**src/hdl/smoothed_coefficient_biquad_unit_assert.svh**
```systemverilog
// ----------------------------------------------------------------------------
// Assertion macros for the smoothed coefficient biquad unit
// Same-cycle implication and next-cycle property wrappers on clk / arst_n.
// ----------------------------------------------------------------------------
`ifndef SMOOTHED_COEFFICIENT_BIQUAD_UNIT_ASSERT_SVH
`define SMOOTHED_COEFFICIENT_BIQUAD_UNIT_ASSERT_SVH

// antecedent implies consequent in the same cycle
`define SCBQ_ASSERT_IMPL(label, ante, cons, msg) \
	label: assert property (@(posedge clk) disable iff (!arst_n) (ante) |-> (cons)) \
		else $error(msg);

// antecedent implies consequent in the next cycle
`define SCBQ_ASSERT_NEXT(label, ante, cons, msg) \
	label: assert property (@(posedge clk) disable iff (!arst_n) (ante) |=> (cons)) \
		else $error(msg);

`endif

```
**src/hdl/scbq_pkg.sv**
```systemverilog
// ----------------------------------------------------------------------------
// scbq_pkg
// Shared types, codes and the sequencer program of the biquad unit.
// ----------------------------------------------------------------------------
package scbq_pkg;

	localparam int NUM_COEFFS = 5;
	localparam int IDX_W      = 3;
	localparam int STEP_W     = 4;
	localparam int GLIDE_W    = 16;
	localparam int COEFF_INT  = 4;

	// register indexes; coefficient slots share the first five codes
	typedef enum logic [IDX_W-1:0] {
		REG_FF0   = 3'd0,
		REG_FF1   = 3'd1,
		REG_FF2   = 3'd2,
		REG_FB1   = 3'd3,
		REG_FB2   = 3'd4,
		REG_GLIDE = 3'd5
	} reg_idx_t;

	typedef enum logic [1:0] {
		ACC_HOLD = 2'd0,
		ACC_LOAD = 2'd1,
		ACC_ADD  = 2'd2,
		ACC_SUB  = 2'd3
	} acc_op_t;

	typedef enum logic [1:0] {
		BR_NEXT = 2'd0,   // fall through
		BR_IN   = 2'd1,   // wait here for an input item
		BR_OUT  = 2'd2,   // wait for a free output register, then home
		BR_HOME = 2'd3    // jump to the idle step
	} br_t;

	typedef struct packed {
		logic     mul_glide;   // 1: (target - live) * rate, 0: live * sample
		reg_idx_t mul_idx;
		logic     upd_en;      // write a glided coefficient from the product
		reg_idx_t upd_idx;
		acc_op_t  acc_op;
		br_t      br;
	} ctl_t;

	localparam logic [STEP_W-1:0] STEP_IDLE = 4'd0;
	localparam logic [STEP_W-1:0] STEP_LAST = 4'd12;

	// microprogram: one control word per step
	function automatic ctl_t prog(input logic [STEP_W-1:0] step);
		ctl_t c;
		c = '0;
		unique case (step)
			4'd0: c.br = BR_IN;
			4'd1: begin
				c.mul_glide = 1'b1;
				c.mul_idx   = REG_FF0;
			end
			4'd2: begin
				c.mul_glide = 1'b1;
				c.mul_idx   = REG_FF1;
				c.upd_en    = 1'b1;
				c.upd_idx   = REG_FF0;
			end
			4'd3: begin
				c.mul_glide = 1'b1;
				c.mul_idx   = REG_FF2;
				c.upd_en    = 1'b1;
				c.upd_idx   = REG_FF1;
			end
			4'd4: begin
				c.mul_glide = 1'b1;
				c.mul_idx   = REG_FB1;
				c.upd_en    = 1'b1;
				c.upd_idx   = REG_FF2;
			end
			4'd5: begin
				c.mul_glide = 1'b1;
				c.mul_idx   = REG_FB2;
				c.upd_en    = 1'b1;
				c.upd_idx   = REG_FB1;
			end
			4'd6: begin
				c.mul_idx = REG_FF0;
				c.upd_en  = 1'b1;
				c.upd_idx = REG_FB2;
			end
			4'd7: begin
				c.mul_idx = REG_FF1;
				c.acc_op  = ACC_LOAD;
			end
			4'd8: begin
				c.mul_idx = REG_FF2;
				c.acc_op  = ACC_ADD;
			end
			4'd9: begin
				c.mul_idx = REG_FB1;
				c.acc_op  = ACC_ADD;
			end
			4'd10: begin
				c.mul_idx = REG_FB2;
				c.acc_op  = ACC_SUB;
			end
			4'd11: c.acc_op = ACC_SUB;
			4'd12: c.br = BR_OUT;
			default: c.br = BR_HOME;
		endcase
		return c;
	endfunction

endpackage

```
**src/hdl/scbq_mac.sv**
```systemverilog
// ----------------------------------------------------------------------------
// scbq_mac
// Shared multiplier with product register, accumulator, and the final
// round-half-up / saturate of the accumulated sum.
// ----------------------------------------------------------------------------
module scbq_mac #(
	parameter int A_WIDTH   = 25,
	parameter int B_WIDTH   = 24,
	parameter int ACC_WIDTH = 51,
	parameter int FRAC_BITS = 20,
	parameter int OUT_WIDTH = 24
) (
	input  logic                                clk,
	input  logic signed [A_WIDTH-1:0]           op_a,
	input  logic signed [B_WIDTH-1:0]           op_b,
	input  scbq_pkg::acc_op_t                   acc_op,
	output logic signed [A_WIDTH+B_WIDTH-1:0]   prod_s1,
	output logic signed [OUT_WIDTH-1:0]         y_sat
);

	localparam int PW = A_WIDTH + B_WIDTH;
	localparam int SW = ACC_WIDTH - FRAC_BITS;
	localparam logic signed [ACC_WIDTH-1:0] RoundHalf = ACC_WIDTH'(1) << (FRAC_BITS - 1);
	localparam logic signed [OUT_WIDTH-1:0] OutMax = {1'b0, {(OUT_WIDTH-1){1'b1}}};
	localparam logic signed [OUT_WIDTH-1:0] OutMin = {1'b1, {(OUT_WIDTH-1){1'b0}}};

	logic signed [ACC_WIDTH-1:0] acc_q;
	logic signed [ACC_WIDTH-1:0] prod_ext;
	logic signed [ACC_WIDTH-1:0] rounded;
	logic signed [SW-1:0]        shifted;

	assign prod_ext = ACC_WIDTH'(prod_s1);

	always_ff @(posedge clk) begin
		prod_s1 <= PW'(op_a * op_b);
		case (acc_op)
			scbq_pkg::ACC_LOAD: acc_q <= prod_ext;
			scbq_pkg::ACC_ADD:  acc_q <= acc_q + prod_ext;
			scbq_pkg::ACC_SUB:  acc_q <= acc_q - prod_ext;
			default:            acc_q <= acc_q;
		endcase
	end

	// floor((sum + half) / 2^frac), then clamp to the sample range
	assign rounded = acc_q + RoundHalf;
	assign shifted = rounded[ACC_WIDTH-1:FRAC_BITS];

	always_comb begin
		if (shifted[SW-1:OUT_WIDTH-1] == {(SW-OUT_WIDTH+1){shifted[SW-1]}}) begin
			y_sat = shifted[OUT_WIDTH-1:0];
		end else if (shifted[SW-1]) begin
			y_sat = OutMin;
		end else begin
			y_sat = OutMax;
		end
	end

endmodule

```
**src/hdl/smoothed_coefficient_biquad_unit.sv**
```systemverilog
// ----------------------------------------------------------------------------
// smoothed_coefficient_biquad_unit
// Direct-form-I biquad whose five coefficients glide toward loaded targets.
// ----------------------------------------------------------------------------
// Usage:
//   Input channel (in_valid / in_ready / sample_in) takes one sample item;
//   output channel (out_valid / out_ready / sample_out) returns one filtered
//   item per input item, in order.
//   Targets and glide rate are loaded through cfg_we / cfg_index / cfg_data
//   while the unit is idle; indexes above the glide rate are ignored.
// Sequence:
//   each item runs one accept step, ten multiplies on one shared
//   multiplier (five glide updates, five filter taps) overlapped with the
//   accumulator, one drain step and one output step, as set by the step
//   program in scbq_pkg; the next item is taken right after the output
//   step, so only one item is computed at a time.
// Reset:
//   arst_n clears history to zero, working and target coefficients to unity
//   gain on the current input, glide rate to about 0.01, and the sequencer
//   to its idle step with no result pending.
// Stall:
//   a finished result waits in the output register while the next item is
//   accepted and computed; only the output step waits if that register is
//   still occupied.
// ----------------------------------------------------------------------------
`include "smoothed_coefficient_biquad_unit_assert.svh"

module smoothed_coefficient_biquad_unit #(
	parameter int SAMPLE_WIDTH = 24,
	parameter int COEFF_WIDTH  = 24
) (
	input  logic                             clk,
	input  logic                             arst_n,
	// configuration writes
	input  logic                             cfg_we,
	input  logic [scbq_pkg::IDX_W-1:0]       cfg_index,
	input  logic [COEFF_WIDTH-1:0]           cfg_data,
	// sample in
	input  logic                             in_valid,
	output logic                             in_ready,
	input  logic signed [SAMPLE_WIDTH-1:0]   sample_in,
	// sample out
	output logic                             out_valid,
	input  logic                             out_ready,
	output logic signed [SAMPLE_WIDTH-1:0]   sample_out
);

	localparam int CW  = COEFF_WIDTH;
	localparam int SW  = SAMPLE_WIDTH;
	localparam int GW  = scbq_pkg::GLIDE_W;
	localparam int CF  = CW - scbq_pkg::COEFF_INT;
	localparam int AW  = CW + 1;                       // target - live fits here
	localparam int BW  = (SW > GW + 1) ? SW : GW + 1;  // sample or unsigned rate
	localparam int PW  = AW + BW;
	localparam int STW = PW - GW;                      // glide step width
	localparam int UW  = STW + 1;                      // live + step
	localparam int ACW = CW + SW + 3;                  // five exact products

	localparam logic signed [CW-1:0] CoeffOne  = CW'(1) << CF;
	localparam logic signed [PW-1:0] GlideHalf = PW'(1) << (GW - 1);
	localparam logic signed [CW-1:0] CoeffMax  = {1'b0, {(CW-1){1'b1}}};
	localparam logic signed [CW-1:0] CoeffMin  = {1'b1, {(CW-1){1'b0}}};
	localparam logic [GW-1:0]        GlideReset = 16'd655;

	// ------------------------------------------------------------------
	// Registers
	// ------------------------------------------------------------------
	logic signed [CW-1:0] target_q [scbq_pkg::NUM_COEFFS];
	logic signed [CW-1:0] live_q   [scbq_pkg::NUM_COEFFS];
	logic [GW-1:0]        glide_q;
	logic signed [SW-1:0] x0_q, x1_q, x2_q, y1_q, y2_q;
	logic signed [CW-1:0] hold_q;       // live value paired with a glide product
	logic [scbq_pkg::STEP_W-1:0] step_q;
	logic                 out_valid_q;
	logic signed [SW-1:0] sample_out_q;

	// ------------------------------------------------------------------
	// Sequencer
	// ------------------------------------------------------------------
	scbq_pkg::ctl_t ctl;
	logic in_fire, out_free, fin_fire;
	logic [scbq_pkg::STEP_W-1:0] step_next;

	assign ctl      = scbq_pkg::prog(step_q);
	assign in_ready = (ctl.br == scbq_pkg::BR_IN);
	assign in_fire  = in_valid && in_ready;
	assign out_free = !out_valid_q || out_ready;
	assign fin_fire = (ctl.br == scbq_pkg::BR_OUT) && out_free;

	always_comb begin
		unique case (ctl.br)
			scbq_pkg::BR_NEXT: step_next = step_q + scbq_pkg::STEP_W'(1);
			scbq_pkg::BR_IN:   step_next = in_fire ? step_q + scbq_pkg::STEP_W'(1) : step_q;
			scbq_pkg::BR_OUT:  step_next = fin_fire ? scbq_pkg::STEP_IDLE : step_q;
			default:           step_next = scbq_pkg::STEP_IDLE;
		endcase
	end

	always_ff @(posedge clk or negedge arst_n) begin
		if (!arst_n) begin
			step_q <= scbq_pkg::STEP_IDLE;
		end else begin
			step_q <= step_next;
		end
	end

	// ------------------------------------------------------------------
	// Configuration
	// ------------------------------------------------------------------
	always_ff @(posedge clk or negedge arst_n) begin
		if (!arst_n) begin
			target_q[0] <= CoeffOne;
			target_q[1] <= '0;
			target_q[2] <= '0;
			target_q[3] <= '0;
			target_q[4] <= '0;
			glide_q     <= GlideReset;
		end else if (cfg_we) begin
			unique case (cfg_index)
				scbq_pkg::REG_FF0:   target_q[0] <= cfg_data;
				scbq_pkg::REG_FF1:   target_q[1] <= cfg_data;
				scbq_pkg::REG_FF2:   target_q[2] <= cfg_data;
				scbq_pkg::REG_FB1:   target_q[3] <= cfg_data;
				scbq_pkg::REG_FB2:   target_q[4] <= cfg_data;
				scbq_pkg::REG_GLIDE: glide_q     <= cfg_data[GW-1:0];
				default: ;
			endcase
		end
	end

	// ------------------------------------------------------------------
	// Operand select
	// ------------------------------------------------------------------
	logic signed [CW-1:0] live_sel, tgt_sel;
	logic signed [SW-1:0] hist_sel;
	logic signed [AW-1:0] op_a;
	logic signed [BW-1:0] op_b;

	always_comb begin
		live_sel = '0;
		tgt_sel  = '0;
		hist_sel = '0;
		unique case (ctl.mul_idx)
			scbq_pkg::REG_FF0: begin
				live_sel = live_q[0];
				tgt_sel  = target_q[0];
				hist_sel = x0_q;
			end
			scbq_pkg::REG_FF1: begin
				live_sel = live_q[1];
				tgt_sel  = target_q[1];
				hist_sel = x1_q;
			end
			scbq_pkg::REG_FF2: begin
				live_sel = live_q[2];
				tgt_sel  = target_q[2];
				hist_sel = x2_q;
			end
			scbq_pkg::REG_FB1: begin
				live_sel = live_q[3];
				tgt_sel  = target_q[3];
				hist_sel = y1_q;
			end
			scbq_pkg::REG_FB2: begin
				live_sel = live_q[4];
				tgt_sel  = target_q[4];
				hist_sel = y2_q;
			end
			default: ;
		endcase
		if (ctl.mul_glide) begin
			op_a = AW'(tgt_sel) - AW'(live_sel);
			op_b = BW'({1'b0, glide_q});
		end else begin
			op_a = AW'(live_sel);
			op_b = BW'(hist_sel);
		end
	end

	// ------------------------------------------------------------------
	// Multiply / accumulate
	// ------------------------------------------------------------------
	logic signed [PW-1:0] prod_s1;
	logic signed [SW-1:0] y_sat;

	scbq_mac #(
		.A_WIDTH   (AW),
		.B_WIDTH   (BW),
		.ACC_WIDTH (ACW),
		.FRAC_BITS (CF),
		.OUT_WIDTH (SW)
	) u_mac (
		.clk     (clk),
		.op_a    (op_a),
		.op_b    (op_b),
		.acc_op  (ctl.acc_op),
		.prod_s1 (prod_s1),
		.y_sat   (y_sat)
	);

	// ------------------------------------------------------------------
	// Coefficient glide: live += floor((diff * rate + half) / 2^16)
	// ------------------------------------------------------------------
	logic signed [PW-1:0]  glide_rnd;
	logic signed [STW-1:0] glide_step;
	logic signed [UW-1:0]  glide_sum;
	logic signed [CW-1:0]  glide_new;

	assign glide_rnd  = prod_s1 + GlideHalf;
	assign glide_step = glide_rnd[PW-1:GW];
	assign glide_sum  = UW'(hold_q) + UW'(glide_step);

	always_comb begin
		if (glide_sum[UW-1:CW-1] == {(UW-CW+1){glide_sum[UW-1]}}) begin
			glide_new = glide_sum[CW-1:0];
		end else if (glide_sum[UW-1]) begin
			glide_new = CoeffMin;
		end else begin
			glide_new = CoeffMax;
		end
	end

	always_ff @(posedge clk) begin
		if (ctl.mul_glide) begin
			hold_q <= live_sel;
		end
	end

	always_ff @(posedge clk or negedge arst_n) begin
		if (!arst_n) begin
			live_q[0] <= CoeffOne;
			live_q[1] <= '0;
			live_q[2] <= '0;
			live_q[3] <= '0;
			live_q[4] <= '0;
		end else if (ctl.upd_en) begin
			unique case (ctl.upd_idx)
				scbq_pkg::REG_FF0: live_q[0] <= glide_new;
				scbq_pkg::REG_FF1: live_q[1] <= glide_new;
				scbq_pkg::REG_FF2: live_q[2] <= glide_new;
				scbq_pkg::REG_FB1: live_q[3] <= glide_new;
				scbq_pkg::REG_FB2: live_q[4] <= glide_new;
				default: ;
			endcase
		end
	end

	// ------------------------------------------------------------------
	// History and output register
	// ------------------------------------------------------------------
	always_ff @(posedge clk or negedge arst_n) begin
		if (!arst_n) begin
			x0_q <= '0;
			x1_q <= '0;
			x2_q <= '0;
			y1_q <= '0;
			y2_q <= '0;
		end else begin
			if (in_fire) begin
				x0_q <= sample_in;
			end
			if (fin_fire) begin
				x1_q <= x0_q;
				x2_q <= x1_q;
				y1_q <= y_sat;
				y2_q <= y1_q;
			end
		end
	end

	always_ff @(posedge clk or negedge arst_n) begin
		if (!arst_n) begin
			out_valid_q <= 1'b0;
		end else if (fin_fire) begin
			out_valid_q <= 1'b1;
		end else if (out_ready) begin
			out_valid_q <= 1'b0;
		end
	end

	always_ff @(posedge clk) begin
		if (fin_fire) begin
			sample_out_q <= y_sat;
		end
	end

	assign out_valid  = out_valid_q;
	assign sample_out = sample_out_q;

	// ------------------------------------------------------------------
	// Assertions
	// ------------------------------------------------------------------
	// an accepted item keeps the input closed while it is computed
	`SCBQ_ASSERT_NEXT(a_busy_after_accept, in_fire, !in_ready, "input open right after accept")
	// a blocked output step neither moves nor touches the history
	`SCBQ_ASSERT_NEXT(a_out_step_holds, (ctl.br == scbq_pkg::BR_OUT) && !out_free, (step_q == scbq_pkg::STEP_LAST) && $stable(y1_q), "output step moved while blocked")
	// the delivered sample is the one fed back as the newest output
	`SCBQ_ASSERT_NEXT(a_out_matches_hist, fin_fire, out_valid && (sample_out == y1_q), "output and feedback history differ")

endmodule

```
**config.mk**
```make
export PLATFORM = sky130hd
export DESIGN_NAME = smoothed_coefficient_biquad_unit
export DESIGN_NICKNAME = d
export VERILOG_FILES = /design/src/hdl/scbq_pkg.sv /design/src/hdl/scbq_mac.sv /design/src/hdl/smoothed_coefficient_biquad_unit.sv
export VERILOG_INCLUDE_DIRS = /design/src /design/src/hdl
export SDC_FILE = /design/constraint.sdc
export NUM_CORES = 2
export LEC_CHECK = 0
export ABC_AREA = 1
export BUFFER_PORTS_ARGS = -buffer_cell sky130_fd_sc_hd__buf_2
export CAP_MARGIN = 20
export CORE_MARGIN = 2
export CORE_UTILIZATION = 60
export CTS_CLUSTER_SIZE = 25
export DETAILED_ROUTE_END_ITERATION = 10
export PLACE_DENSITY = 0.76
export SLEW_MARGIN = 20
export SYNTH_ARGS = -nofsm -noshare
export SYNTH_HDL_FRONTEND = slang
export SYNTH_HIERARCHICAL = 1
export SYNTH_SLANG_ARGS = --single-unit
```
**constraint.sdc**
```tcl
create_clock -name clk -period 23.3 [get_ports clk]
set_input_delay 5.825 -clock clk [delete_from_list [all_inputs] [get_ports clk]]
set_output_delay 5.825 -clock clk [all_outputs]
set_load 0.1 [all_outputs]
```
# Word level (Yosys, flattened, before mapping)
# Index checks and enable logic that the tools add are counted.
dict set report classes {
  addsub 7
  mul 1
  n_eq_ne 34
  n_mux 20
  n_reduce_logical 31
}
# op count
set op_table {}
lappend op_table {{$pmux 24 s5} 3}
lappend op_table {{$pmux 51 s3} 1}
lappend op_table {{$mux 24} 5}
lappend op_table {{$add 51x21->51 const B} 1}
lappend op_table {{$add 51x49->51} 1}
lappend op_table {{$sub 51x49->51} 1}
lappend op_table {{$add 49x17->49 const B} 1}
lappend op_table {{$mul 25x24->49} 1}
lappend op_table {{$add 24x33->34} 1}
lappend op_table {{$mux 25} 1}
lappend op_table {{$sub 24x24->25} 1}
lappend op_table {{$reduce_and 2->1} 12}
lappend op_table {{$eq 4x4->1 const B} 5}
lappend op_table {{$pmux 4 s5} 1}
lappend op_table {{$eq 3x2->1 const B} 6}
lappend op_table {{$eq 4x3->1 const B} 4}
lappend op_table {{$eq 3x3->1 const B} 4}
lappend op_table {{$pmux 2 s3} 2}
lappend op_table {{$pmux 3 s4} 1}
lappend op_table {{$pmux 4 s3} 1}
lappend op_table {{$reduce_or 2->1} 6}
lappend op_table {{$reduce_or 11->1} 1}
lappend op_table {{$eq 10x10->1} 1}
lappend op_table {{$eq 3x1->1 const B} 3}
lappend op_table {{other kinds (19)} 29}
dict set report word_totals {
  register_bits 529
  in_bits 56
  out_inout_bits 26
  word_cells 115
}

# Longest topological paths before layout
dict set report logic_depth {
  depth_word 8
  ltp_mapped 61
}

# By module
# Netlist, hierarchy kept.
# module n_inst cells_each area_per_inst_um2 seq_area_each_um2
set by_module_without_submodules {}
lappend by_module_without_submodules {scbq_mac 1 4601 32977.9 2512.4}
lappend by_module_without_submodules {smoothed_coefficient_biquad_unit 1 3095 23441.2 10985.5}

# Least setup slack after synthesis
# Ideal clock, no wire load.
dict set report synth_path {
  kind {reg-to-reg}
  start {register step_q[0] (netlist name)}
  end {register u_mac.prod_s1[45]}
  t_arrival_ns 9.595
  setup_slack_ns 13.585
  path_stages_with_launch 49
  path_buffers 3
  path_cell_list {dfrtp_1 -> inv_1 -> ha_1 -> inv_1 -> o21ai_0 -> nor2_1 -> inv_2 -> nor2_4 -> nand2_2 -> inv_2 -> buf_4 -> buf_4 -> a221o_1 -> a21oi_1 -> ha_1 -> inv_1 -> fa_1 -> nand3_1 -> (+13 left out) -> inv_1 -> fa_1 -> fa_1 -> inv_1 -> fa_1 -> inv_1 -> fa_1 -> inv_1 -> ha_1 -> nand2_1 -> inv_1 -> a21oi_1 -> nor2_1 -> o21ai_0 -> nand2_1 -> nor2_1 -> nand3_1 -> xor2_1}
}
dict set report synth_via {
  elab_chain_len 8
}
# item line
set synth_lines {}
lappend synth_lines {{start, declared} smoothed_coefficient_biquad_unit.sv:73} ;# logic [scbq_pkg::STEP_W-1:0] step_q;
lappend synth_lines {{start signal, assigned} smoothed_coefficient_biquad_unit.sv:101} ;# step_q <= scbq_pkg::STEP_IDLE;
lappend synth_lines {{start signal, assigned} smoothed_coefficient_biquad_unit.sv:103} ;# step_q <= step_next;
lappend synth_lines {{$eq 4x3->1, or another cell as far along} scbq_pkg.sv:53} ;# unique case (step)
lappend synth_lines {{$reduce_or 2->1 (no line)} --}
lappend synth_lines {{$pmux 3 s4} scbq_pkg.sv:53}
lappend synth_lines {{$eq 3x3->1, or another cell as far along} smoothed_coefficient_biquad_unit.sv:143} ;# unique case (ctl.mul_idx)
lappend synth_lines {{$pmux 24 s5} smoothed_coefficient_biquad_unit.sv:143}
lappend synth_lines {{$sub 24x24->25} smoothed_coefficient_biquad_unit.sv:172} ;# op_a = AW'(tgt_sel) - AW'(live_sel);
lappend synth_lines {{$mux 25 (*)} smoothed_coefficient_biquad_unit.sv:171} ;# if (ctl.mul_glide) begin
lappend synth_lines {{net op_a[24]} smoothed_coefficient_biquad_unit.sv:136} ;# logic signed [AW-1:0] op_a;
lappend synth_lines {{$mul 25x24->49 (*)} scbq_mac.sv:35} ;# prod_s1 <= PW'(op_a * op_b);
lappend synth_lines {{end signal, assigned} scbq_mac.sv:35}
lappend synth_lines {{end, declared} scbq_mac.sv:17} ;# output logic signed [A_WIDTH+B_WIDTH-1:0] prod_s1,
# The timed path passes the listed nets; every way through them passes the cells marked *.
# A chain may end at the register's enable or synchronous reset.

# Worst setup path after layout
dict set report layout_path {
  start {register step_q[0] (netlist name)}
  end {register u_mac.prod_s1[47]}
}
# The elaborated chain is that of the path after synthesis.

==> metrics.md <==
| Metric | Value |
|---|---|
| Status | `complete, no violations` |
| Mapped Nets | `8634` |
| GR met1 Demand/Resource | `51.12%` |
| Reg2reg start | `step_q[0]$_DFFE_PN0P_` |
| Total congestion overflow | `0` |
| First-pass GRT wire length | `279.7 mm` |
| Io pins | `82` |
| Setup TNS | `0 ns` |
| EDFF count, synth | `99` |
| Synth cell types | `55` |
| Vias | `50287` |
| Die extent in y | `310.6 microns` |
| Cells after Synth | `7696` |
| Antenna-violating nets left | `0` |
| Mapped cell area | `0.05642 sq mm` |
| P&R area growth vs syn | `6.438%` |
| CP Max Fanout | `38` |
| Tmin final | `12.12 ns` |
| Clk_lat worst skew | `0.67 ns` |
| Post-synth ARST share | `72.02%` |
| Reg-to-reg setup timing slack | `11.18 ns` |
| Startpoint Class | `flop` |
| Met3 usage | `7.291%` |
| Ys flop type | `dfrtp_1` |
| DRC errors left | `0` |
| Flops & latches, synth | `529` |
| RePlAce Congestion | `1.018` |
| Final Hold Viols | `0` |
| Crit path launch | `step_q[0]$_DFFE_PN0P_` |
| Worst r2r dst | `u_mac/prod_s1[47]$_DFF_P_` |
| Vias in the first global route | `49969` |
| Mean Syn Cell Area | `7.331 sq um` |
| Hold-fix buffers, CTS | `0` |
| Post-CTS setup repair buffer count | `0` |
| Starting density of the core | `60.54%` |
| WL/cell | `19.84 microns` |
| Die W | `310.6 microns` |
| FMAX | `82.50 MHz` |
| Setup violators final | `0` |
| Layout cells sized above 1 | `5.736%` |
| WL final | `177.4 mm` |
| Total Routing Usage GR | `36.89%` |
| Number of I/O port buffers | `81` |
| TritonCTS Buffers | `58` |
| Max stage delay cell, worst path | `fa_1` |
| TritonCTS clock tree | `done` |
| Most common cell after layout, fill and taps aside | `nand2_1` |
| Clock slew at reported path FFs | `0.07 ns` |
| Busiest grt layer | `met2` |
| Worst setup path class | `reg2reg` |
| DRT Pass-1 Iters | `8` |
| Nets | `8577` |
| Sequential area share after synthesis | `23.92%` |
| Core area | `0.09319 sq mm` |
| Max-slew violations | `0` |
| MaxCap Viol Count | `0` |
| Yosys warns | `6` |
| H-tree level count | `2` |
| DR vias/cell | `5.623` |
| Maximum number of pins on one net before global-route repair | `109` |
| Critical Path AT | `12.69 ns` |
| CTS resizes | `0` |
| Initial antenna violation count | `1` |
| Initial drt markers | `6132` |
| Critical path required time | `23.87 ns` |
| CTS Buffer Depth | `3` |
| Most used cell, CP | `fa_1` |
| Clock Sinks | `529` |
| Setup repair after global routing missed its margin | `false` |
| Worst-Margin Slew | `1.119 ns` |
| Row count | `112` |
| Layout Skew | `0.04701 ns` |
| Root buf cell | `clkbuf_16` |
| Worst Setup EP | `u_mac/prod_s1[47]$_DFF_P_` |
| Detailed placement HPWL | `136.2 mm` |
| CP Capture Type | `flop` |
| Met2 Use GR | `58.46%` |
| Hold Path Class | `reg2reg` |
| Slew headroom | `25.12%` |
| Most frequent cells in the layout | `nand2_1, inv_1, fa_1` |
| Total Die Area | `0.09650 sq mm` |
| Worst path max stage delay | `1.10 ns` |
| FF-to-FF path depth | `42` |
| Period utilisation layout | `52.02%` |
-- how the worst min path moves through the flow --
stage	end	cells after the start	start	slack, ns
2_1_floorplan	live_q[116]$_DFFE_PN1P_	2	live_q[116]$_DFFE_PN1P_	0.45
4_1_cts	live_q[116]$_DFFE_PN1P_	2	live_q[116]$_DFFE_PN1P_	0.47
3_5_place_dp	live_q[116]$_DFFE_PN1P_	2	live_q[116]$_DFFE_PN1P_	0.46
3_3_place_gp	live_q[116]$_DFFE_PN1P_	2	live_q[116]$_DFFE_PN1P_	0.46
5_1_grt	live_q[29]$_DFFE_PN0P_	2	live_q[29]$_DFFE_PN0P_	0.50
6_report	live_q[116]$_DFFE_PN1P_	2	live_q[116]$_DFFE_PN1P_	0.47
-- sequential cells by signal (all words and copies together) (netlist names), 24 cells and up --
name           flops
hold_q            24
y2_q              24
target_q         120
live_q           120
x2_q              24
x1_q              24
x0_q              24
u_mac/prod_s1     49
u_mac/acc_q       51
sample_out        24
y1_q              24
-- area by class of cell --
| cell class | instances | area [sq um] |
|---|---|---|
| multi-input combinational | 5279 | 35940 |
| fill | 8239 | 33140 |
| sequential | 529 | 13500 |
| inverter | 1614 | 6061 |
| clock buffer | 78 | 1628 |
| tap | 1254 | 1569 |
| timing repair buffer | 157 | 993.5 |
| clock inverter | 31 | 357.8 |
| antenna | 1 | 2.502 |
-- cell families after synthesis --
kind of cell | synth area share [%]
flops | 23.92
buf+inv | 12.80
fa+ha+maj | 27.97
compound gates | 7.924
simple gates | 24.58
xor+xnor | 2.810
-- stage by stage --
step           setup WS (ns)  hold WS [ns]  std cells  instance area (sq um)  utilization [%]
5_1_grt                10.28        0.4966       8942                  60050            64.44
3_5_place_dp           11.04        0.4595       8832                  58040            62.28
6_report               11.18        0.4706       8943                  60050            64.44
4_1_cts                10.95        0.4685       8941                  60030            64.41
2_1_floorplan          13.59        0.4481       7696                  56420                -
3_3_place_gp           11.27        0.4585       8832                  58040            62.28
-- per-layer routing --
layer | vias to the layer above | routed length (microns)
li1 | 23111 | -
met1 | 24212 | 72230
met4 | 0 | 6467
met5 | - | 0
met2 | 2542 | 80590
met3 | 422 | 18140
-- synthesized netlist by cell type, types with 49 or more instances --
cell type / number / area share, %
xor2_1: 132 / 2.0
nor2_1: 433 / 2.9
xnor2_1: 49 / 0.76
nand4_1: 63 / 0.70
fa_1: 632 / 22
clkbuf_1: 222 / 1.5
dfrtp_1: 373 / 17
a21oi_1: 215 / 1.9
inv_1: 1591 / 11
edfxtp_1: 99 / 5.3
nand2_1: 2355 / 16
dfxtp_1: 49 / 1.7
nand3_1: 323 / 2.9
ha_1: 250 / 5.5
o21ai_0: 462 / 4.1
nor3_1: 51 / 0.45
-- critical path: cells and delay by family, from the launching register on --
family	cells	cell delay, ns
XOR/XNOR	2	0.24
buffers and inverters	10	2.32
AND/OR/NAND/NOR	18	2.90
adder cells (fa/ha/maj)	10	5.37
AO/OA/AOI/OAI	2	0.75
flip-flops	1	0.42
Power is left out: the tool's default activity adds up to more than one toggle a clock period on the data nets, which glitch-free logic cannot reach.
